`src/hdl/ppi_pkg.sv`:
```
// Package for the polyline position interpolator: widths, sequencer states
// and the arctangent table. No dependencies.
package ppi_pkg;

    localparam int MAX_POINTS   = 64;
    localparam int IDX_W        = $clog2(MAX_POINTS);
    localparam int PC_W         = 7;
    localparam int COORD_W      = 16;
    localparam int DIFF_W       = COORD_W + 1;
    localparam int LEN_W        = COORD_W + 1;
    localparam int SQ_W         = 2 * COORD_W + 2;
    localparam int TOT_W        = LEN_W + IDX_W;
    localparam int POS_W        = 32;
    localparam int MUL_W        = DIFF_W + 1;
    localparam int PROD_W       = 2 * MUL_W;
    localparam int NUM_W        = PROD_W + 1;
    localparam int DIV_W        = 44;
    localparam int DCNT_W       = $clog2(DIV_W);
    localparam int XPOS_W       = 24;
    localparam int DEG_W        = 9;
    localparam int CORDIC_STEPS = 20;
    localparam int CI_W         = $clog2(CORDIC_STEPS);
    localparam int CXY_W        = 28;
    localparam int Z_W          = 24;
    localparam int IN_DATA_W    = 72;
    localparam int OUT_DATA_W   = 80;

    typedef enum logic [4:0] {
        ST_IDLE, ST_L_RD, ST_L_MX, ST_L_MY, ST_L_SQ, ST_L_WAIT, ST_CHK,
        ST_MOD, ST_MOD_WAIT, ST_W_RD, ST_W_CMP, ST_V_RD, ST_V_LD,
        ST_X_M1, ST_X_M2, ST_X_DIV, ST_X_WAIT, ST_Y_M1, ST_Y_M2, ST_Y_DIV,
        ST_Y_WAIT, ST_HD, ST_HD_WAIT, ST_DONE
    } t_state;

    // atan(2^-i) in degrees, scaled by 2^16
    function automatic logic [Z_W-1:0] atan_deg(input logic [CI_W-1:0] i);
        logic [Z_W-1:0] v;
        unique case (i)
            5'd0:  v = 24'd2949120;
            5'd1:  v = 24'd1740967;
            5'd2:  v = 24'd919879;
            5'd3:  v = 24'd466945;
            5'd4:  v = 24'd234379;
            5'd5:  v = 24'd117304;
            5'd6:  v = 24'd58666;
            5'd7:  v = 24'd29335;
            5'd8:  v = 24'd14668;
            5'd9:  v = 24'd7334;
            5'd10: v = 24'd3667;
            5'd11: v = 24'd1833;
            5'd12: v = 24'd917;
            5'd13: v = 24'd458;
            5'd14: v = 24'd229;
            5'd15: v = 24'd115;
            5'd16: v = 24'd57;
            5'd17: v = 24'd29;
            5'd18: v = 24'd14;
            5'd19: v = 24'd7;
            default: v = '0;
        endcase
        return v;
    endfunction

endpackage

```
`src/hdl/ppi_sqrt.sv`:
```
// Bit-pair integer square root, one result bit per cycle.
// Depends on ppi_pkg.
module ppi_sqrt import ppi_pkg::*; (
    input  logic             i_clk,
    input  logic             i_rst_n,
    input  logic             i_start,
    input  logic [SQ_W-1:0]  i_value,
    output logic             o_done,
    output logic [LEN_W-1:0] o_root
);
    logic            r_busy, r_done;
    logic [SQ_W-1:0] r_v, r_r, r_bit;
    logic [SQ_W:0]   sum;
    logic            ge;

    assign sum    = {1'b0, r_r} + {1'b0, r_bit};
    assign ge     = {1'b0, r_v} >= sum;
    assign o_done = r_done;
    assign o_root = r_r[LEN_W-1:0];

    always_ff @(posedge i_clk) begin
        if (!i_rst_n) begin
            r_busy <= 1'b0;
            r_done <= 1'b0;
        end else begin
            r_done <= 1'b0;
            if (i_start) begin
                r_busy <= 1'b1;
            end else if (r_busy && r_bit == SQ_W'(1)) begin
                r_busy <= 1'b0;
                r_done <= 1'b1;
            end
        end
    end

    always_ff @(posedge i_clk) begin
        if (i_start) begin
            r_v   <= i_value;
            r_r   <= '0;
            r_bit <= SQ_W'(1) << (SQ_W - 2);
        end else if (r_busy) begin
            if (ge) begin
                r_v <= r_v - sum[SQ_W-1:0];
                r_r <= (r_r >> 1) + r_bit;
            end else begin
                r_r <= r_r >> 1;
            end
            r_bit <= r_bit >> 2;
        end
    end
endmodule

```
`config.mk`:
```
export PLATFORM = sky130hd
export DESIGN_NAME = ppi_sqrt
export DESIGN_NICKNAME = d
export VERILOG_FILES = /design/src/hdl/ppi_pkg.sv /design/src/hdl/ppi_sqrt.sv
export SDC_FILE = /design/constraint.sdc
export NUM_CORES = 1
export LEC_CHECK = 0
export BUFFER_PORTS_ARGS = -buffer_cell sky130_fd_sc_hd__buf_2
export CAP_MARGIN = 10
export CORE_ASPECT_RATIO = 1.5
export CORE_MARGIN = 3
export CORE_UTILIZATION = 45
export DETAILED_ROUTE_END_ITERATION = 6
export HOLD_SLACK_MARGIN = 0.06
export MAX_ROUTING_LAYER = met4
export SYNTH_ARGS = -nofsm -noshare
export SYNTH_HDL_FRONTEND = slang
export SYNTH_SLANG_ARGS = --single-unit
```
`constraint.sdc`:
```
create_clock -name i_clk -period 14.2 [get_ports i_clk]
set_input_delay 0.71 -clock i_clk [delete_from_list [all_inputs] [get_ports i_clk]]
set_output_delay 0.71 -clock i_clk [all_outputs]
set_load 0.05 [all_outputs]
```
-- After elaboration in Yosys (flattened, before gate mapping)
Cells that the tools add are included.
Widths: inputs -> output; s select.
- multiplexer cells: 7
- order comparisons: 1
- equality and inequality tests: 1
- add/sub/neg operators: 3
- reductions and logical operators: 6
- bitwise operators: 1
- operators by type and width (cell ; number):
    $mux 34 ; 4
    $add 34x33->35 ; 1
    $ge 34x35->1 ; 1
    $add 33x33->34 ; 1
    $sub 34x34->34 ; 1
    $eq 17x1->1 const B ; 1
    $reduce_bool 2->1 ; 3
    $mux 1 ; 3
    $reduce_and 2->1 ; 1
    $reduce_or 2->1 ; 1
    $logic_and 1x1->1 ; 1
    $not 1->1 ; 1
- input port bits: 37
- word-level logic and storage cells: 24
- bits in registers: 87
- output and inout port bits: 18

-- Longest topological paths before layout
Gate-level depths: netlist of the first run.
- depth after elaboration: 5
- depth in mapped cells: 21
- gate-level depth less buffers: 19

-- Worst setup path after synthesis of the first run
OpenSTA, ideal clock, no wires.
- kind: register -> register
- start point: register r_r[4]
- end point: register r_v[0], enable pin
- stages on the path, launching flop included: 20
- required time: 13.728 ns
- setup time: 0.472 ns
- path buffers: 3
- arrival: 6.489 ns
- path slack: 7.238 ns
- clock period less this slack: 6.962 ns
- path through: dfxtp_1 > ha_1 > a211oi_1 > a211oi_1 > a21oi_1 > o21ai_0 > a31oi_1 > o21bai_1 > a21oi_1 > xor2_1 > ha_1 > clkbuf_1 > nand4_1 > nor4_1 > a31oi_1 > o21ai_1 > o21ai_2 > buf_2 > buf_2 > o21ai_0
- longest elaborated chain between the ends: 4
- ends and longest elaborated chain (item ; RTL line ; source):
    from (decl) ; ppi_sqrt.sv:12 ; logic [SQ_W-1:0] r_v, r_r, r_bit;
    from (signal assigned) ; ppi_sqrt.sv:44 ; r_r <= (r_r >> 1) + r_bit;
    from (signal assigned) ; ppi_sqrt.sv:46 ; r_r <= r_r >> 1;
    $add 34x33->35 ; ppi_sqrt.sv:16 ; assign sum = {1'b0, r_r} + {1'b0, r_bit};
    $ge 34x35->1 ; ppi_sqrt.sv:17 ; assign ge = {1'b0, r_v} >= sum;
    $reduce_bool 2->1 (no line) ; - ;
    $reduce_and 2->1 (no line) ; - ;
    to (signal assigned) ; ppi_sqrt.sv:38 ; r_v <= i_value;
    to (signal assigned) ; ppi_sqrt.sv:43 ; r_v <= r_v - sum[SQ_W-1:0];
    to (decl) ; ppi_sqrt.sv:12 ;
Every way passes these cells.
A chain may end at the register's enable or synchronous reset.

-- Final worst setup path of the first run
- start point: register r_r[4]
- end point: register r_v[31], enable pin
The elaborated chain is that of the path after synthesis.

==> results of run 1 <==
[sequential cells by signal (all words and copies together), names as in the netlist]
name	cells
r_r	34
r_v	34
r_bit	17
o_done	1
r_busy	1
[cell usage in the layout (no fill, tap or decap), types with 11 or more instances in the layout]
cell type	count
a211oi_1	25
a21o_1	18
a21oi_1	48
a31oi_1	27
and2_1	11
and3_1	11
buf_2	53
dfxtp_1	52
edfxtp_1	34
ha_1	70
inv_1	23
mux2i_1	32
nand2_1	90
nand2b_1	12
nand3_1	35
nand4_1	15
nor2_1	85
nor3_1	27
nor4_1	13
o211ai_1	12
o21ai_0	54
o31ai_1	12
xnor2_1	24
xor2_1	39
[routing by layer]
| metal | track usage | vias to the layer above | part of all wire |
|---|---|---|---|
| met5 | - | - | 0 |
| met4 | 0.0941 | 0 | 0.031 |
| met3 | 0.0309 | 41 | 0.042 |
| met2 | 0.395 | 178 | 0.49 |
| met1 | 0.302 | 3392 | 0.44 |
| li1 | - | 3644 | - |
[stage by stage]
step | std cells | total power [µW] | instance area (µm²) | setup slack (ns) | utilization
finish | 1186 | 1190 | 8440 | 8.61 | 0.497
global route | 1186 | 1290 | 8440 | 8.25 | 0.497
CTS | 1185 | 1190 | 8410 | 8.36 | 0.495
detailed placement | 1169 | 962 | 8150 | 8.39 | 0.480
global placement | 1169 | 964 | 8150 | 8.44 | 0.480
floorplan | 963 | 822 | 7870 | 7.24 | -
[power breakdown]
part           internal, µW  switching, µW  leakage, µW
registers               318           36.0     0.000774
logic                   235            376      0.00246
clock network           119            110     0.000126
total                   672            522      0.00336
[worst reg2reg max path: stages, from the launching register on]
cell	delay, ns
dfxtp_1	0.39
ha_1	0.40
a211oi_1	0.10
a211oi_1	0.55
a21oi_1	0.24
o21ai_0	0.32
a31oi_1	0.22
o21bai_1	0.33
a21oi_1	0.13
xor2_1	0.16
ha_1	0.41
nand4_1	0.30
nor4_1	0.35
a31oi_1	0.11
o21ai_1	0.08
buf_4	0.25
o21ai_2	0.13
o21ai_4	0.54
buf_16	0.25
[worst max-delay path by stage]
stage               endpoint  slack [ns]  cells past startpoint
floorplan             r_v[0]        7.24                     19
global placement     r_v[30]        8.44                     17
detailed placement   r_v[33]        8.39                     17
CTS                  r_v[32]        8.36                     17
global route         r_v[32]        8.25                     18
finish               r_v[31]        8.61                     18
[layout make-up]
type                            count  share of cell area
Multi-Input combinational cell    789               0.639
Sequential cell                    87               0.247
Timing Repair Buffer               61              0.0409
Tap cell                          210              0.0311
Clock buffer                       11              0.0276
Inverter                           23              0.0102
Clock inverter                      5             0.00400
[cells by family (layout without fill, tap and decap cells)]
kind of cell	Yosys count	in the layout	synth area share
AOI/OAI and AO/OA	288	288	0.250
xor gates and xnor gates	63	63	0.0701
adders and majority gates	71	71	0.114
buffers and inverters	87	100	0.0515
DFF	87	87	0.265
muxes	37	37	0.0478
and+or+nand+nor	330	330	0.203
==> run metrics, run 1 <==
status complete, no violations; pin count of the biggest net entering global routing 83; via count 7,255; DP HPWL 16.3 mm; Hold Path Depth 2; GRT Util Overall 0.241; Syn Nets 1,071; Synth top cells by count 90 x nand2_1, 85 x nor2_1, 70 x ha_1, 55 x o21ai_0, 53 x dfxtp_1; number of distinct library cells after synthesis 71; H-tree Lvls 3; reg2reg start r_r[4]; CTS Buf Count 9; part of the cycle the worst path needs 0.393; number of global-route vias before repair 6,928; Main synth FF type dfxtp_1; Worst EP arrival 5.65 ns; synthesis-stage register bit count 87; R2R Setup Slk 8.61 ns; proportion of layout cells with a drive suffix above 1 0.100; CTS max path bufs 2; first-pass GRT wire length 35.9 mm; clock sinks 87; post-synth top area cell dfxtp_1; Layout area overhead 7.22%; initial antenna violation count 0; I/O pin count 55; Yosys top cell area share 0.135; DRC Markers 0; Die Wd 114 µm; root buffer cell clkbuf_16; startpoint types flop; slowest stage cell, crit path a211oi_1; crit-path cells ha_1 > a211oi_1 > a211oi_1 > a21oi_1 > o21ai_0 > a31oi_1 > o21bai_1 > a21oi_1 > xor2_1 > ha_1 > nand4_1 > nor4_1 > a31oi_1 > o21ai_1 > buf_4 > o21ai_2 > o21ai_4 > buf_16; post-CTS sizing 0; final hold violation count 0; Worst Setup End Kind flop; crit-path max FO 19; final hold slack 0.525 ns; die area 0.0191 mm²; Hold Buf Count CTS 0; Slew Limit Headroom 0.382; clk slew on worst S/H paths 0.07 ns; Core Box Area 0.0170 mm²; Post-Route WL 22.2 mm; wire per inst 18.7 µm; Crit. Startpoint r_r[4]; CP peak stage delay 0.55 ns; RSZ-0062 raised after global routing no; Slew Limit Fails 0; CTS tree done; fillers 1,716; Sequential Area 0.00208 mm²; Nets 1,079; Initial Utilization 0.464; setup_tns 0 ns; Static Leak 0.00336 µW; CP delay by family, top compound AO/OA/AOI/OAI gates; Final ANT Viol Nets 0; diode count 0; port buffer count 54; synthesized area per cell 8.17 µm²; grt ovf 0; Max IR drop VDD 0.0000768 V; vias per std cell 6.12; number of synthesized flops with an enable pin 34; maximum clock frequency 0.179 GHz; Slew @ Worst Pin 0.927 ns; Netlist Area Pre-Place 0.00787 mm²; Die Height 168 µm; DR pass1 iterations 5; number of DRC markers in iteration 0 480; Placer Congestion 0.985; postcts setup bufs 0; Pwr per Cell Area 141 mW/mm²; data required time of the worst path 14.27 ns; Seq/Total Area, Yosys 0.265; Tmin final 5.59 ns; Clk Latency, worst-skew pair 0.36 ns; footprint of the multi-input gates 0.00540 mm²; Hold Crit Start r_r[0]; clk_skew 0.00754 ns; WS Path Type reg -> reg; Reg2Reg Depth 18; R2R Path End r_v[31]; final setup fails 0; Hold EP r_r[0]; Placement Rows 58; ys async rst share 0; top-count cell post-synth nand2_1; WP buf/inv 2; Post-Syn Instances 963; Max Cap Viol 0; HP Class reg -> reg; synth top area cells dfxtp_1 13%, edfxtp_1 13%, ha_1 11%; YS warnings 0
No activity file was read; power rests on OpenSTA's default activity.
==> inputs of run 2 (changes only) <==
==> constraint.sdc (replaced) <==
create_clock -name i_clk -period 5.6 [get_ports i_clk]
set_input_delay 0.28 -clock i_clk [delete_from_list [all_inputs] [get_ports i_clk]]
set_output_delay 0.28 -clock i_clk [all_outputs]
set_load 0.05 [all_outputs]
==> run 2 against run 1 <==
Setup slack got worse by 8.1 ns. Hold slack got worse by 0.36 ns. Flip-flop and latch count unchanged. Combinational power increased to 2.5 times the previous value. Via count increased by 0.77%. Utilization increased by 0.55 points. Sequential share of layout area decreased by 0.27 points. Global-route usage decreased by 0.35 points. Power increased to 2.6 times the previous value. Maximum frequency increased by 9.6%. Non-clock buffer count increased by 5. Largest cell class unchanged.
==> run metrics, run 2 (synthesis gave the netlist of run 1 again) <==
status complete, no violations; initial antenna violation count 0; R2R Setup Slk 0.50 ns; Slew @ Worst Pin 0.939 ns; diode count 0; Die Height 168 µm; dpl cells 1,175; Nets 1,084; Tmin final 5.10 ns; Worst EP arrival 5.36 ns; data required time of the worst path 5.86 ns; reg2reg start r_r[10]; Static Leak 0.00342 µW; I/O pin count 55; Finished Layout Cells 1,191; Post-Route WL 22.1 mm; crit-path max FO 14; number of DRC markers in iteration 0 546; DR pass1 iterations 5; Final ANT Viol Nets 0; cell mode on critical path ha_1; most frequent cells in the layout 90 x nand2_1, 85 x nor2_1, 70 x ha_1; CP peak stage delay 0.49 ns; CTS max path bufs 2; root buffer cell clkbuf_16; Die Wd 114 µm; Max IR drop VDD 0.000205 V; postcts setup bufs 0; wire per inst 18.6 µm; CP endpoint r_r[24]; Reg power frac 0.288; PnR worst setup slack 0.504 ns; clk_skew 0.00723 ns; H-tree Lvls 3; startpoint types flop; slowest stage cell, crit path a2111o_1; vias per std cell 6.14; first-pass GRT wire length 35.6 mm; Core Box Area 0.0170 mm²; WS Path Type reg -> reg; Clk Latency, worst-skew pair 0.36 ns; WP buf/inv 1; grt ovf 0; Comb power frac 0.496; clock sinks 87; number of global-route vias before repair 6,998; Placement Rows 58; port buffer count 54; Max Cap Viol 0; fillers 1,718; DP Area 0.00820 mm²; HP Class in -> reg; pin count of the biggest net entering global routing 83; Layout area overhead 8.41%; part of the cycle the worst path needs 0.910; Clk pwr share 0.216; final hold violation count 0; Initial Utilization 0.464; DP HPWL 16.6 mm; final setup fails 0; maximum clock frequency 0.196 GHz; pre-CTS setup slack 0.377 ns; design area 0.00853 mm²; die area 0.0191 mm²; Pwr per Cell Area 364 mW/mm²; via count 7,311; CTS Buf Count 9; proportion of layout cells with a drive suffix above 1 0.108; Crit. Startpoint r_r[10]; Worst Setup End Kind flop; critical path depth 18; DRC Markers 0; Reg2Reg Depth 18; Placer Congestion 0.929; Slew Limit Fails 0; R2R Path End r_r[24]; RSZ-0062 raised after global routing no; CTS tree done; CP delay by family, top compound AO/OA/AOI/OAI gates; Pint 1800 µW; GRT Util Overall 0.238; clk slew on worst S/H paths 0.07 ns; commonest non-fill, non-tap cell in the layout nand2_1; Regs by FF count r_r x34, r_v x34, r_bit x17; crit-path cells ha_1 > a31oi_1 > a211oi_1 > a22oi_1 > a21oi_1 > nor2_1 > o31ai_1 > nand2_1 > xor2_1 > ha_1 > and3_1 > nand4_1 > a2111o_1 > a311oi_4 > buf_4 > o21a_2 > mux2i_1 > a2111oi_2; sw frac 0.422; Slew Limit Headroom 0.368; Psw 1310 µW; setup_tns 0 ns
==> run 2: cell types whose count changed in the layout (fill, tap and decap cells not counted), moves of 2 or more <==
cell and delta:
clkinv_4 +2, clkinvlp_4 -2, buf_4 +5, clkbuf_1 -2
==> run 2: per-stage QoR <==
stage | utilization | hold WS [ns] | total power, µW
after global placement | 0.483 | 0.498 | 2430
final | 0.503 | 0.165 | 3110
after CTS | 0.502 | 0.163 | 3120
after floorplan | - | 0.433 | 2080
after detailed placement | 0.483 | 0.509 | 2430
after global routing | 0.503 | 0.176 | 3340
==> run 2: cell type report <==
type,count,area [µm²],area share
Clock buffer,11,264,0.0309
Clock inverter,5,61.3,0.00718
Inverter,23,86.3,0.0101
Multi-Input combinational cell,789,5400,0.633
Sequential cell,87,2080,0.244
Tap cell,210,263,0.0308
Timing Repair Buffer,66,375,0.0440
==> run 2: worst min-delay path by stage <==
stage          startpoint      to  slack, ns  depth (start not counted)
5_1_grt           i_rst_n  o_done       0.18                          2
3_5_place_dp       r_r[0]  r_r[0]       0.51                          2
6_report          i_rst_n  o_done       0.16                          2
3_3_place_gp       r_r[0]  r_r[0]       0.50                          2
4_1_cts           i_rst_n  o_done       0.16                          2
2_1_floorplan     i_rst_n  o_done       0.43                          1
==> run 2: power by group through the flow <==
stage,combinational (µW),sequential [µW],clock [µW]
2_1_floorplan,1220,866,0
3_3_place_gp,1530,907,0
3_5_place_dp,1530,908,0
4_1_cts,1540,894,687
5_1_grt,1720,905,712
6_report,1540,894,672
==> run 2: timing repair <==
action	4_1_cts	5_1_grt
endpoints found under the hold margin	0	0
hold buffers	0	0
gates resized for setup	0	1
endpoints found under the setup margin	0	11
==> run 2: per-layer routing <==
layer,GRT usage,part of all wire
met5,-,0
met4,0.0910,0.031
met3,0.0187,0.044
met2,0.408,0.50
met1,0.289,0.42
==> inputs of run 3 (changes only) <==
--- a/config.mk
+++ b/config.mk
@@ -7,7 +7,6 @@
 export LEC_CHECK = 0
 export BUFFER_PORTS_ARGS = -buffer_cell sky130_fd_sc_hd__buf_2
 export CAP_MARGIN = 10
-export CORE_ASPECT_RATIO = 1.5
 export CORE_MARGIN = 3
 export CORE_UTILIZATION = 45
 export DETAILED_ROUTE_END_ITERATION = 6
==> run 3 against run 2 <==
Critical path type unchanged. Critical endpoint unchanged. Sequential power is 0.6% higher. Largest cell class unchanged. Sequential share of layout area fell by 0.068 points. Wire length is 1.3% higher.
==> run metrics, run 3 (synthesis gave the netlist of run 1 again) <==
part of the cycle the worst path needs 0.919; initial antenna violation count 0; final setup fails 0; wire per inst 18.6 µm; Slew Limit Headroom 0.530; CTS Buf Count 9; diode count 0; M3 GR Usage 0.0363; met2 usage 0.369; fin util 0.507; die area 0.0191 mm²; Pwr per Cell Area 358 mW/mm²; H-tree Lvls 3; gr busiest metal met2; Regs by FF count r_r x34, r_v x34, r_bit x17; footprint of the multi-input gates 0.00541 mm²; Clk Latency, worst-skew pair 0.36 ns; final hold violation count 0; Post-Route WL 22.4 mm; proportion of layout cells with a drive suffix above 1 0.111; CTS max path bufs 2; Max Cap Viol 0; Final ANT Viol Nets 0; pin count of the biggest net entering global routing 44; first-pass GRT wire length 36.6 mm; postcts setup bufs 0; post-CTS sizing 0; CTS tree done; maximum clock frequency 0.194 GHz; Hold Buf Count CTS 0; Initial Utilization 0.466; Layout area overhead 8.71%; root buffer cell clkbuf_16; Sequential Area 0.00208 mm²; WS Path Type reg -> reg; commonest non-fill, non-tap cell in the layout nand2_1; data required time of the worst path 5.85 ns; RSZ-0062 raised after global routing no; port buffer count 54; Slew Limit Fails 0; setup_tns 0 ns; most frequent cells in the layout 90 x nand2_1, 85 x nor2_1, 70 x ha_1; number of global-route vias before repair 6,939; fillers 1,654; DRC Markers 0; Worst EP arrival 5.40 ns; via count 7,388; clock sinks 87; Die Height 138 µm; Max IR drop VDD 0.000231 V; Slew @ Worst Pin 0.705 ns; DR pass1 iterations 5; grt ovf 0; Placer Congestion 0.948; I/O pin count 55; Core Box Area 0.0169 mm²; Tmin final 5.14 ns; crit-path max FO 14; vias per std cell 6.12; number of DRC markers in iteration 0 482; GRT Util Overall 0.238; HP Class in -> reg; GR Layer Usage met1 0.323; Die Wd 138 µm; startpoint types flop; Worst Setup End Kind flop; Nets 1,090; Placement Rows 47; Static Leak 0.00343 µW; status complete, no violations; DP HPWL 16.8 mm; clk slew on worst S/H paths 0.06 ns; clk_skew 0.0135 ns
==> run 3: path summary, 6_finish.rpt <==
kind	startpoint	endpoint	slack, ns	cells after the start
setup / recovery	r_r[8]	r_r[24]	0.46	18
hold / removal	i_rst_n	o_done	0.17	2
setup reg to reg	r_r[8]	r_r[24]	0.46	18
hold reg to reg	r_r[2]	r_r[1]	0.57	2
==> run 3: through the flow <==
| step | instances | cell area, µm² | hold WS [ns] | total power (µW) | setup slack, ns |
|---|---|---|---|---|---|
| CTS | 1207 | 8550 | 0.155 | 3060 | 0.475 |
| floorplan | 963 | 7880 | 0.433 | 2080 | 0.212 |
| finish | 1207 | 8560 | 0.170 | 3060 | 0.456 |
| global placement | 1191 | 8260 | 0.531 | 2430 | 0.578 |
| detailed placement | 1191 | 8260 | 0.525 | 2440 | 0.507 |
| global route | 1207 | 8560 | 0.184 | 3290 | 0.120 |
==> run 3: worst max-delay path, cell delays in order (launching register included) <==
cell and delay (ns):
dfxtp_1 0.56, ha_1 0.27, a31oi_1 0.16, a211oi_1 0.40, a22oi_1 0.21, a21oi_1 0.28
nor2_1 0.09, o31ai_1 0.25, nand2_1 0.10, xor2_1 0.16, ha_1 0.38, and3_1 0.24
nand4_1 0.10, a2111o_1 0.48, a311oi_4 0.37, buf_4 0.28, o21a_2 0.25, mux2i_1 0.11
a2111oi_2 0.34
==> run 3: final cells by class <==
cell class / count / share of cell area
multi-input combinational: 789 / 0.632
sequential: 87 / 0.243
timing repair buffer: 72 / 0.0491
tap: 220 / 0.0322
clock buffer: 12 / 0.0301
inverter: 23 / 0.0101
clock inverter: 4 / 0.00336
==> run 3: power breakdown <==
group          switching (µW)  internal [µW]
combinational             948            609
clock                     278            330
sequential               93.0            806
==> run 3: per-layer routing <==
metal / up-vias / wire (µm)
met1: 3492 / 10600
met2: 196 / 10200
met4: 0 / 498
met5: - / 0
li1: 3670 / -
met3: 30 / 1140
