[src/hdl/ppi_pkg.sv]
// Package for the polyline position interpolator: widths, sequencer states
// and the arctangent table. No dependencies.
package ppi_pkg;

    localparam int MAX_POINTS   = 64;
    localparam int IDX_W        = $clog2(MAX_POINTS);
    localparam int PC_W         = 7;
    localparam int COORD_W      = 16;
    localparam int DIFF_W       = COORD_W + 1;
    localparam int LEN_W        = COORD_W + 1;
    localparam int SQ_W         = 2 * COORD_W + 2;
    localparam int TOT_W        = LEN_W + IDX_W;
    localparam int POS_W        = 32;
    localparam int MUL_W        = DIFF_W + 1;
    localparam int PROD_W       = 2 * MUL_W;
    localparam int NUM_W        = PROD_W + 1;
    localparam int DIV_W        = 44;
    localparam int DCNT_W       = $clog2(DIV_W);
    localparam int XPOS_W       = 24;
    localparam int DEG_W        = 9;
    localparam int CORDIC_STEPS = 20;
    localparam int CI_W         = $clog2(CORDIC_STEPS);
    localparam int CXY_W        = 28;
    localparam int Z_W          = 24;
    localparam int IN_DATA_W    = 72;
    localparam int OUT_DATA_W   = 80;

    typedef enum logic [4:0] {
        ST_IDLE, ST_L_RD, ST_L_MX, ST_L_MY, ST_L_SQ, ST_L_WAIT, ST_CHK,
        ST_MOD, ST_MOD_WAIT, ST_W_RD, ST_W_CMP, ST_V_RD, ST_V_LD,
        ST_X_M1, ST_X_M2, ST_X_DIV, ST_X_WAIT, ST_Y_M1, ST_Y_M2, ST_Y_DIV,
        ST_Y_WAIT, ST_HD, ST_HD_WAIT, ST_DONE
    } t_state;

    // atan(2^-i) in degrees, scaled by 2^16
    function automatic logic [Z_W-1:0] atan_deg(input logic [CI_W-1:0] i);
        logic [Z_W-1:0] v;
        unique case (i)
            5'd0:  v = 24'd2949120;
            5'd1:  v = 24'd1740967;
            5'd2:  v = 24'd919879;
            5'd3:  v = 24'd466945;
            5'd4:  v = 24'd234379;
            5'd5:  v = 24'd117304;
            5'd6:  v = 24'd58666;
            5'd7:  v = 24'd29335;
            5'd8:  v = 24'd14668;
            5'd9:  v = 24'd7334;
            5'd10: v = 24'd3667;
            5'd11: v = 24'd1833;
            5'd12: v = 24'd917;
            5'd13: v = 24'd458;
            5'd14: v = 24'd229;
            5'd15: v = 24'd115;
            5'd16: v = 24'd57;
            5'd17: v = 24'd29;
            5'd18: v = 24'd14;
            5'd19: v = 24'd7;
            default: v = '0;
        endcase
        return v;
    endfunction

endpackage

[src/hdl/ppi_div.sv]
// Restoring divider, one quotient bit per cycle; gives quotient and remainder.
// Depends on ppi_pkg.
module ppi_div import ppi_pkg::*; (
    input  logic             i_clk,
    input  logic             i_rst_n,
    input  logic             i_start,
    input  logic [DIV_W-1:0] i_dividend,
    input  logic [TOT_W-1:0] i_divisor,
    output logic             o_done,
    output logic [DIV_W-1:0] o_quot,
    output logic [TOT_W-1:0] o_rem
);
    logic              r_busy, r_done;
    logic [DCNT_W-1:0] r_cnt;
    logic [DIV_W-1:0]  r_q;
    logic [TOT_W-1:0]  r_rem, r_d;
    logic [TOT_W:0]    trial, diff;
    logic              ge;

    assign trial  = {r_rem, r_q[DIV_W-1]};
    assign ge     = trial >= {1'b0, r_d};
    assign diff   = trial - {1'b0, r_d};
    assign o_done = r_done;
    assign o_quot = r_q;
    assign o_rem  = r_rem;

    always_ff @(posedge i_clk) begin
        if (!i_rst_n) begin
            r_busy <= 1'b0;
            r_done <= 1'b0;
            r_cnt  <= '0;
        end else begin
            r_done <= 1'b0;
            if (i_start) begin
                r_busy <= 1'b1;
                r_cnt  <= DCNT_W'(DIV_W - 1);
            end else if (r_busy) begin
                r_cnt <= r_cnt - 1'b1;
                if (r_cnt == '0) begin
                    r_busy <= 1'b0;
                    r_done <= 1'b1;
                end
            end
        end
    end

    always_ff @(posedge i_clk) begin
        if (i_start) begin
            r_q   <= i_dividend;
            r_rem <= '0;
            r_d   <= i_divisor;
        end else if (r_busy) begin
            r_rem <= ge ? diff[TOT_W-1:0] : trial[TOT_W-1:0];
            r_q   <= {r_q[DIV_W-2:0], ge};
        end
    end
endmodule

[config.mk]
export PLATFORM = sky130hd
export DESIGN_NAME = ppi_div
export DESIGN_NICKNAME = d
export VERILOG_FILES = /design/src/hdl/ppi_pkg.sv /design/src/hdl/ppi_div.sv
export SDC_FILE = /design/constraint.sdc
export NUM_CORES = 1
export LEC_CHECK = 0
export ABC_AREA = 1
export ABC_CLOCK_PERIOD_IN_PS = 2050
export BUFFER_PORTS_ARGS = -buffer_cell sky130_fd_sc_hd__buf_2
export CAP_MARGIN = 5
export CORE_ASPECT_RATIO = 1.5
export CORE_MARGIN = 1.5
export CORE_UTILIZATION = 40
export DETAILED_ROUTE_END_ITERATION = 8
export GPL_TIMING_DRIVEN = 0
export PLACE_DENSITY = 0.76
export SYNTH_ARGS = -nofsm -noshare
export SYNTH_HDL_FRONTEND = slang
export SYNTH_SLANG_ARGS = --single-unit
[constraint.sdc]
create_clock -name i_clk -period 2.05 [get_ports i_clk]
set_clock_uncertainty 0.05 [all_clocks]
set_input_delay 0.1025 -clock i_clk [delete_from_list [all_inputs] [get_ports i_clk]]
set_output_delay 0.1025 -clock i_clk [all_outputs]
set_load 0.005 [all_outputs]
* After elaboration in Yosys (flattened, before gate mapping) *
Index checks and enable logic that the tools add are counted.

word-level totals
  flip-flop bits (word level) = 98
  input bits = 70
  output and inout port bits = 68

operators by class
  add/subtract/negate cells = 2
  $lt $le $gt $ge = 1
  muxes and demuxes = 9
  bitwise gates (word level) = 2
  reduce and logical (&&, ||, !) cells = 4

operator list
  operator               count
  $mux W44               2
  $ge A24 B23 Y1         1
  $mux W23               1
  $sub A23 B23 Y23       1
  $mux W6                2
  $logic_not A6 Y1       1
  $sub A6 B1 Y6 const B  1
  $mux W1                4
  $reduce_or A3 Y1       1
  $not A1 Y1             2
  $reduce_bool A2 Y1     1
  $reduce_or A2 Y1       1

* Logic depth before layout (Yosys ltp) *
Gate-level depths: netlist of run 1.

  word-level depth = 4
  mapped depth = 15
  gate-level depth less buffers = 14

* Worst setup path before layout of run 1 *
No wires, ideal clock.

  path type = reg2reg
  start = register r_q[43], in the netlist o_quot[43]
  end = register r_rem[19], in the netlist o_rem[19]
  data arrival time = 1.926 ns
  slack = -0.038 ns
  cell stages (with the launch flop) = 15
  buffers on the path = 1
  period minus slack after synthesis = 2.088 ns
  path through = edfxtp_1 > inv_1 > ha_1 > fa_1 > inv_1 > nand2_1 > nand2_1 > nand3_1 > nand2_2 > nand2_2 > nand4_4 > buf_4 > nand3_1 > nand2_1 > nand2_1

on the way
  word-level cells in the longest chain between the ends = 2

ends and longest elaborated chain
  what                                                       line                          RTL
  from (decl)                                                ppi_div.sv:15                 logic [DIV_W-1:0] r_q;
  from (signal assigned)                                     ppi_div.sv:49                 r_q <= i_dividend;
  from (signal assigned)                                     ppi_div.sv:54                 r_q <= {r_q[DIV_W-2:0], ge};
  $sub A23 B23 Y23 / $ge A24 B23 Y1 (equally long branches)  ppi_div.sv:22, ppi_div.sv:21
  $mux W23 *                                                 ppi_div.sv:53                 r_rem <= ge ? diff[TOT_W-1:0] : trial[TOT_W-1:0];
  to (signal assigned)                                       ppi_div.sv:53
  to (decl)                                                  ppi_div.sv:16                 logic [TOT_W-1:0] r_rem, r_d;

Every way passes the cells marked *; elsewhere a longest branch is shown, timed or not.
A chain may end at the register's enable or synchronous reset.

* Worst setup path after layout of run 1 *
  start = register r_q[43], in the netlist o_quot[43]
  end = register r_rem[0], in the netlist o_rem[0]

The elaborated chain is that of the path after synthesis.

==> results of run 1 <==
## Yosys cell counts, types with 3 or more instances
cell type	instances
o21bai_1	3
nand2_1	344
inv_1	96
nor2_1	82
nor3_1	5
nand2_2	6
clkbuf_1	11
xor2_1	3
a21oi_1	14
edfxtp_1	67
ha_1	25
xnor2_1	6
nand4_1	6
nand3_1	36
o21ai_1	4
dfxtp_1	31
## worst max-delay path, stage by stage, from the launching register on
cell      delay, ns
edfxtp_1       0.39
inv_1          0.07
ha_2           0.18
fa_2           0.23
inv_2          0.04
nand2_1        0.05
nand2_1        0.08
nand3_2        0.08
nand2_2        0.08
nand2_4        0.10
nand4_4        0.14
buf_4          0.20
buf_16         0.13
nor2_1         0.09
nor2_1         0.05
nand2_1        0.09
nand2_1        0.04
## sequential cells by signal, indices dropped and copies added, names as in the netlist
signal,cells
o_rem,23
o_quot,44
o_done,1
r_cnt,6
r_d,23
r_busy,1
## through the flow
stage	setup WS (ns)	hold slack (ns)	util	setup TNS (ns)	area, sq um
finish	-0.152	-0.000695	0.596	-2.34	8300
global route	-0.296	0.00120	0.596	-5.82	8300
CTS	-0.141	0.0000762	0.582	-2.51	8110
detailed placement	-0.621	0.231	0.472	-35.02	6570
global placement	-1.11	0.230	0.472	-55.73	6570
floorplan	0.00131	0.151	-	0	5670
## logic make-up after synthesis
family | share of synthesized area
simple gates | 0.352
buf+inv | 0.0795
flops | 0.465
compound gates | 0.0311
fa+ha+maj | 0.0587
xor+xnor | 0.0139
## worst max path at each step
stage / start / end / slack (ns) / cells past startpoint
after CTS: o_quot[43]$_DFFE_PP_ / o_rem[5]$_SDFFE_PP0P_ / -0.14 / 16
final: o_quot[43]$_DFFE_PP_ / o_rem[0]$_SDFFE_PP0P_ / -0.15 / 16
after floorplan: o_quot[43]$_DFFE_PP_ / o_rem[18]$_SDFFE_PP0P_ / 0.001 / 14
after detailed placement: i_start / o_quot[39]$_DFFE_PP_ / -0.62 / 4
after global routing: o_rem[15]$_SDFFE_PP0P_ / o_rem[6]$_SDFFE_PP0P_ / -0.30 / 13
after global placement: i_start / o_quot[43]$_DFFE_PP_ / -1.11 / 4
## power by group
part           switching [uW]  total [uW]  internal, uW
registers                84.0        2370          2290
clock network             875        1860           983
logic                     454         840           386
total                    1410        5070          3660
## area by class of cell
class / count / share of cell area
multi-input combinational: 559 / 0.367
timing repair buffer: 231 / 0.195
sequential: 98 / 0.318
clock inverter: 7 / 0.0112
clock buffer: 9 / 0.0271
tap: 165 / 0.0249
buffer: 16 / 0.0127
inverter: 97 / 0.0443
## layer usage
metal / vias to the layer above / wire [microns] / GRT usage
met5: - / 0 / 0
met4: 0 / 842 / 0.130
met2: 238 / 9190 / 0.433
met1: 2610 / 6390 / 0.246
met3: 59 / 1060 / 0.0501
li1: 2895 / - / -
## repair_timing
| action | CTS | global route |
|---|---|---|
| gates resized for setup | 65 | 48 |
| buffers inserted | 17 | 9 |
| pin swaps | 24 | 24 |
| gates cloned | 4 | 0 |
| endpoints found under the setup margin | 68 | 68 |
| hold endpoints to repair | 68 | 0 |
| hold buffers | 67 | 0 |
==> run_results.csv, run 1 <==
group,metric,value,unit
layout,antennaDiodeCount,0,
job,drv_cap,0,
hold_path,worstHoldPathCells,3,
clocking,cts_buffer_depth,2,
logic_synthesis,avgSynthCellArea,7.36,sq um
die,coreArea,0.0139,sq mm
layout,layout_common_cells,"324 x nand2_1, 137 x buf_2, 87 x inv_1, 73 x nor2_1",
timing,slew_viol_final,0,
timing,setup_viol,24,
worst_setup_path,cp_max_fo,5,
logic_synthesis,synthDistinctLibCells,36,
layout,multi_input_area,0.00304,sq mm
layout,final_common_cell,"nand2_1",
die,row_count,53,
run_status,status,"finished, violations left",
route,drc,0,
worst_setup_path,r2r_cells,16,
timing,hold_slack,-0.000695,ns
logic_synthesis,synth_top_area_share,0.355,
timing,period_share,1.07,
clocking,cts_max_level,3,
logic_synthesis,ys_top_cells_by_area,"edfxtp_1 36%, nand2_1 23%, dfxtp_1 11%",
place,dp.cells,1072,
layout,drive_above_1_share,0.273,
timing,slew_headroom,0.549,
logic_synthesis,synth_seq_area_share,0.465,
place,routabilityCongestion,0.894,
logic_synthesis,syn_nets,866,
clocking,clk_latency,0.36,ns
worst_setup_path,arrival,2.41,ns
global_route,grt_use_total,0.236,
route,wl,17.5,mm
worst_setup_path,r2r_setup_slack,-0.15,ns
place,hpwl,11.5,mm
global_route,antenna_found_initial,0,
global_route,grt_max_degree,45,
layout,fin_nets,1108,
global_route,grt_pass1_wl,27.2,mm
power_and_ir_drop,total_power,5070,uW
die,pin_count,138,
logic_synthesis,synth_edf_count,67,
logic_synthesis,async_reset_ff_frac,0,
timing,fin_ws,-0.152,ns
die,die_w,100,microns
worst_setup_path,crit_required,2.26,ns
worst_setup_path,worst_setup_path_start_kind,"register",
route,routedWlPerCell,14.8,microns
route,via_per_inst,4.91,
route,drt_iter0_drc,288,
die,die_y,149,microns
place,portBuffers,137,
logic_synthesis,synthFlopType,"edfxtp_1",
worst_setup_path,crit-reg2reg-launch,"o_quot[43]$_DFFE_PP_",
timing,tightest_slew,0.677,ns
timing,fmax,454,MHz
route,drtPass1Iterations,6,
power_and_ir_drop,p_per_area,611,mW/mm^2
logic_synthesis,synth_largest_area_cell,"edfxtp_1",
layout,ff_latch_area,0.00264,sq mm
clocking,clk_pin_slew,0.08,ns
die,die_area,0.0149,sq mm
route,via_count,5802,
run_status,violations,"hold timing, setup timing",
layout,fill_cells,1204,
hold_path,hold_path_end,"o_quot[0]$_DFFE_PP_",
timing,final-hold-violation-count,1,
layout,layout.cells.non_filler,1182,
clocking,numCtsBuffers,9,
clocking,cts_root_buf,"clkbuf_16",
layout,syn_to_final_growth,46.4,%
worst_setup_path,crit_type,"register to register",
clocking,cts_tree,"done",
hold_path,hp-start,"i_dividend[0]",
clocking,clock_sinks,98,
logic_synthesis,yosys_warnings,0,
power_and_ir_drop,leakage,0.00405,uW
logic_synthesis,ys_ff_latch,98,
global_route,overflow,0,
timing,fin_crit,2.20,ns
power_and_ir_drop,ir_drop,0.368,mV
logic_synthesis,synth_cells,770,
route,postRouteAntennaNets,0,
global_route,grt_pass1_vias,5756,
worst_setup_path,end_kind,"register",
worst_setup_path,timing.rr.end,"o_rem[0]$_SDFFE_PP0P_",
logic_synthesis,netlist_area,0.00567,sq mm
die,start_util,0.407,
hold_path,hold_path_class,"input pin to register",
timing,rsz0062_at_grt,"yes",
(Power assumes the default switching activity.)
==> inputs of run 2 (changes only) <==
Settings changed: CORE_ASPECT_RATIO 1.5 to default, SKIP_LAST_GASP from default to 1.
==> run 2 against run 1 <==
Net effect:
- the flow finishes with violations (setup timing)
- utilization decreased by 0.80 points
- via count increased by 1.1%
- setup slack improved by 0.033 ns
- routed wire length increased by 0.26%
- power decreased by 4.1%
- sequential share of layout area increased by 0.58 points
- critical endpoint is now o_rem[19]$_SDFFE_PP0P_
- sequential cell count unchanged
- highest routed layer unchanged
- count of clock-buffer cells in the layout unchanged
- die area about the same
==> run_results.csv, run 2 (same netlist as run 1, synthesis figures left out) <==
group,metric,value,unit
layout,ff_latch_area,0.00264,sq mm
die,die_w,122,microns
global_route,grt_pass1_wl,27.5,mm
clocking,clk_pin_slew,0.07,ns
worst_setup_path,cp_slowest_cell,"edfxtp_1",
route,highest_layer,"met4",
die,row_count,43,
worst_setup_path,cp_max_fo,6,
layout,antennaDiodeCount,0,
clocking,numCtsBuffers,9,
hold_path,hold_path_class,"input pin to register",
power_and_ir_drop,p_per_area,596,mW/mm^2
worst_setup_path,slowest_delay,0.41,ns
job,drv_cap,0,
worst_setup_path,arrival,2.36,ns
worst_setup_path,crit_required,2.24,ns
layout,drive_above_1_share,0.268,
run_status,status,"finished, violations left",
route,drtPass1Iterations,5,
place,pre_cts_ws,-0.594,ns
route,route.met2.wl,8.59,mm
timing,fin_ws,-0.119,ns
timing,slew_headroom,0.557,
power_and_ir_drop,power_frac_seq,0.490,
clocking,cts_max_level,3,
die,coreArea,0.0139,sq mm
route,drt_iter0_drc,377,
die,die_area,0.0149,sq mm
power_and_ir_drop,p_sw,1350,uW
die,start_util,0.408,
layout,final_common_cell,"nand2_1",
global_route,overflow,0,
power_and_ir_drop,p_int,3510,uW
clocking,clk_latency,0.35,ns
timing,fin_crit,2.17,ns
global_route,antenna_found_initial,0,
power_and_ir_drop,p_sw_frac,0.278,
place,routabilityCongestion,0.926,
power_and_ir_drop,leakage,0.00402,uW
route,via_per_inst,4.92,
route,met1Wirelength,7.00,mm
timing,rsz0062_at_grt,"yes",
clocking,cts_root_buf,"clkbuf_16",
layout,syn_to_final_growth,44.0,%
route,drc,0,
layout,fill_cells,1162,
die,pin_count,138,
route,routedWlPerCell,14.7,microns
global_route,grt_max_degree,45,
clocking,cts_tree,"done",
clocking,clock_sinks,98,
power_and_ir_drop,power_frac_comb,0.175,
layout,fin_nets,1103,
place,portBuffers,137,
timing,period_share,1.06,
run_status,violations,"setup timing",
timing,setup_viol,24,
worst_setup_path,crit_type,"register to register",
worst_setup_path,path_cells,"inv_2 -> ha_4 -> fa_2 -> inv_2 -> nand2_2 -> nand2_2 -> nand3_2 -> nand2_4 -> nand2_4 -> nand4_4 -> buf_6 -> nand3_1 -> nand2_1 -> nand2_1",
route,wl,17.5,mm
place,hpwl,11.2,mm
worst_setup_path,end_kind,"register",
timing,fmax,461,MHz
timing,tightest_slew,0.665,ns
layout,largest_reg_flops,44,
timing,slew_viol_final,0,
power_and_ir_drop,ir_drop,0.469,mV
route,postRouteAntennaNets,0,
layout,final_util,0.588,
route,wl_met3,1.46,mm
route,via_count,5867,
global_route,grt_use_total,0.238,
power_and_ir_drop,clock_power_share,0.336,
die,die_y,122,microns
worst_setup_path,worst_setup_path_start_kind,"register",
layout,layout_common_cells,"327 x nand2_1, 137 x buf_2, 85 x inv_1, 69 x nor2_1",
global_route,grt_pass1_vias,5695,
timing,final-hold-violation-count,0,
clocking,cts_buffer_depth,2,
layout,multi_input_area,0.00299,sq mm
[run 2: cell types whose count changed in the layout (fill, tap and decap cells not counted), sizes merged]
cell / delta
bufinv: -1
inv: -2
clkbuf: +1
clkinvlp: +1
clkinv: +2
buf: -6
[run 2: critical path: cells and delay by family, from the launching register on]
family | cells | cell delay, ns
adders and majority gates | 2 | 0.52
and+or+nand+nor | 9 | 0.74
buffers and inverters | 3 | 0.31
DFF | 1 | 0.41
[run 2: timing repair]
item                                   CTS  global route
pin swaps                               12            29
endpoints found under the hold margin   71             0
resized for setup                       38            74
setup endpoints to repair               68            24
hold buffers                            67             0
gates cloned                             4             1
setup buffers                           13             5
[run 2: worst paths after layout]
check / from / to / slack [ns] / cells past startpoint
max: o_quot[43]$_DFFE_PP_ / o_rem[19]$_SDFFE_PP0P_ / -0.12 / 14
min: i_dividend[13] / o_quot[13]$_DFFE_PP_ / 0.06 / 3
max reg2reg: o_quot[43]$_DFFE_PP_ / o_rem[19]$_SDFFE_PP0P_ / -0.12 / 14
min reg2reg: o_rem[15]$_SDFFE_PP0P_ / o_rem[15]$_SDFFE_PP0P_ / 0.44 / 2
[run 2: routing by layer]
layer,track usage,up-vias
met5,0,-
met4,0.0779,0
met3,0.0730,39
met2,0.409,282
met1,0.284,2653
li1,-,2893
[run 2: metrics by stage]
stage	instances	hold slack (ns)	total power [uW]	setup TNS, ns	instance area (sq um)
2_1_floorplan	770	0.151	2750	0	5670
3_3_place_gp	1087	0.229	3040	-54.96	6590
3_5_place_dp	1087	0.231	3050	-33.95	6590
4_1_cts	1187	0.0464	4810	-1.82	7850
5_1_grt	1192	0.0321	5080	-4.62	8160
6_report	1192	0.0598	4870	-2.07	8160
[run 2: area by class of cell]
| cell class | count | share of cell area |
|---|---|---|
| tap | 180 | 0.0276 |
| sequential | 98 | 0.324 |
| clock inverter | 7 | 0.00644 |
| buffer | 17 | 0.0126 |
| multi-input combinational | 559 | 0.367 |
| timing repair buffer | 225 | 0.190 |
| inverter | 97 | 0.0451 |
| clock buffer | 9 | 0.0276 |
[run 2: power by group through the flow]
stage	combinational, uW	clock (uW)	sequential, uW
finish	850	1630	2380
global placement	618	0	2420
CTS	774	1660	2380
detailed placement	634	0	2410
global route	936	1740	2400
floorplan	349	0	2410
==> inputs of run 3 (changes only) <==
Settings changed: CORE_MARGIN 1.5 to 2, HOLD_SLACK_MARGIN from default to 0.1.
==> run 3 against run 2 <==
Net effect:
- non-clock buffer count shrank 1
- count of clock-buffer cells in the layout is the same
- critical path depth shrank 2
- largest power group unchanged
- the flow still finishes with violations (setup timing)
- sequential cell count is the same
==> run_results.csv, run 3 (same netlist as run 1, synthesis figures left out) <==
group,metric,value,unit
run_status,status,"finished, violations left",
run_status,violations,"setup timing",
die,pin_count,138,
global_route,grt_pass1_vias,5688,
route,drc,0,
timing,hold_slack,0.277,ns
layout,final_util,0.575,
timing,setup_viol,24,
die,row_count,43,
global_route,grt_use_total,0.223,
layout,largest_reg_flops,44,
route,routedWlPerCell,14.1,microns
global_route,grt_pass1_wl,26.6,mm
global_route,use_met1,0.269,
clocking,cts_tree,"done",
global_route,busiest_layer,"met2",
die,die_area,0.0151,sq mm
power_and_ir_drop,p_per_area,632,mW/mm^2
hold_path,hold_path_class,"input pin to register",
power_and_ir_drop,leakage,0.00399,uW
timing,rsz0062_at_grt,"yes",
worst_setup_path,crit_required,2.29,ns
timing,slew_headroom,0.554,
layout,fill_cells,1240,
worst_setup_path,end_kind,"register",
timing,slew_viol_final,0,
route,via_per_inst,4.85,
die,die_y,123,microns
clocking,clk_latency,0.36,ns
die,coreArea,0.0139,sq mm
clocking,clock_sinks,98,
timing,fmax,451,MHz
timing,final-hold-violation-count,0,
global_route,antenna_found_initial,0,
clocking,numCtsBuffers,9,
layout,drive_above_1_share,0.223,
timing,period_share,1.08,
place,dp.cells,1087,
hold_path,worstHoldPathCells,1,
job,drv_cap,0,
route,wl,16.8,mm
layout,antennaDiodeCount,0,
route,via_count,5773,
timing,fin_ws,-0.166,ns
global_route,grtUsageMet3,0.0577,
power_and_ir_drop,total_power,5040,uW
route,postRouteAntennaNets,0,
clocking,cts_max_level,3,
global_route,grtUsageMet2,0.388,
worst_setup_path,arrival,2.46,ns
power_and_ir_drop,ir_drop,0.365,mV
place,portBuffers,137,
layout,layout_common_cells,"339 x nand2_1, 137 x buf_2, 93 x inv_1, 77 x nor2_1, 68 x dlygate4sd3_1",
layout,final_common_cell,"nand2_1",
worst_setup_path,crit_type,"register to register",
timing,fin_crit,2.22,ns
die,die_w,123,microns
route,drtPass1Iterations,5,
layout,fin_nets,1102,
layout,syn_to_final_growth,40.7,%
clocking,cts_root_buf,"clkbuf_16",
die,start_util,0.408,
place,routabilityCongestion,0.943,
global_route,grt_max_degree,45,
clocking,clk_pin_slew,0.08,ns
worst_setup_path,cp_max_fo,6,
route,drt_iter0_drc,382,
layout,layout.cells.non_filler,1191,
timing,tightest_slew,0.669,ns
place,hpwl,11.2,mm
global_route,overflow,0,
place,placed_area,0.00659,sq mm
worst_setup_path,worst_setup_path_start_kind,"register",
layout,finalInstanceArea,0.00798,sq mm
clocking,cts_buffer_depth,2,
worst_setup_path,r2r_cells,12,
==> run 3: cell count changes in the layout (fill, tap and decap cells not counted), sizes merged <==
cell         change
buf              -3
clkinv           -3
dlygate4sd3      +1
clkbuf           +1
bufinv           +1
inv              +2
==> run 3: cell type report <==
cell class                      instances  area (sq um)  share of cell area
Buffer                                 17           106              0.0133
Clock buffer                            9           225              0.0282
Clock inverter                          7          96.3              0.0121
Inverter                               97           368              0.0461
Multi-Input combinational cell        559          2770               0.347
Sequential cell                        98          2630               0.330
Tap cell                              180           225              0.0282
Timing Repair Buffer                  224          1560               0.195
==> run 3: timing repair <==
| action | in CTS | in global routing |
|---|---|---|
| resized for setup | 26 | 20 |
| hold buffers | 68 | 0 |
| buffers inserted | 13 | 3 |
| cloned | 1 | 3 |
| setup endpoints to repair | 68 | 24 |
| pin swaps | 3 | 16 |
| hold endpoints to repair | 75 | 0 |
==> run 3: path summary, 6_finish.rpt <==
kind	from	end	slack (ns)
worst max-delay path	o_rem[16]$_SDFFE_PP0P_	o_rem[2]$_SDFFE_PP0P_	-0.17
worst min-delay path	i_start	r_d[2]$_DFFE_PP_	0.28
worst max register to register	o_rem[16]$_SDFFE_PP0P_	o_rem[2]$_SDFFE_PP0P_	-0.17
worst min register to register	o_rem[17]$_SDFFE_PP0P_	o_rem[17]$_SDFFE_PP0P_	0.44
==> run 3: metal layers <==
| layer | vias up | wire length, microns |
|---|---|---|
| li1 | 2885 | - |
| met1 | 2584 | 6950 |
| met2 | 269 | 8000 |
| met3 | 35 | 1420 |
| met4 | 0 | 405 |
| met5 | - | 0 |
==> run 3: critical path, cell delays in order (launching register included) <==
cell     delay [ns]
dfxtp_1        0.35
ha_1           0.38
nand2_1        0.18
nor2_1         0.07
nand2_1        0.09
inv_1          0.08
nand2_1        0.20
nand4_4        0.22
buf_4          0.20
buf_6          0.11
nand2_1        0.05
nand2_1        0.05
o21ai_1        0.13
==> run 3: per-stage QoR <==
step | setup slack, ns | setup TNS (ns)
finish | -0.166 | -3.01
global route | -0.329 | -6.51
CTS | -0.113 | -1.50
detailed placement | -0.530 | -30.97
global placement | -1.03 | -51.93
floorplan | 0.00131 | 0
==> run 3: report_power, final <==
| part | internal (uW) | switching [uW] | total (uW) |
|---|---|---|---|
| clock | 988 | 863 | 1850 |
| sequential | 2290 | 94.3 | 2380 |
| combinational | 365 | 438 | 803 |
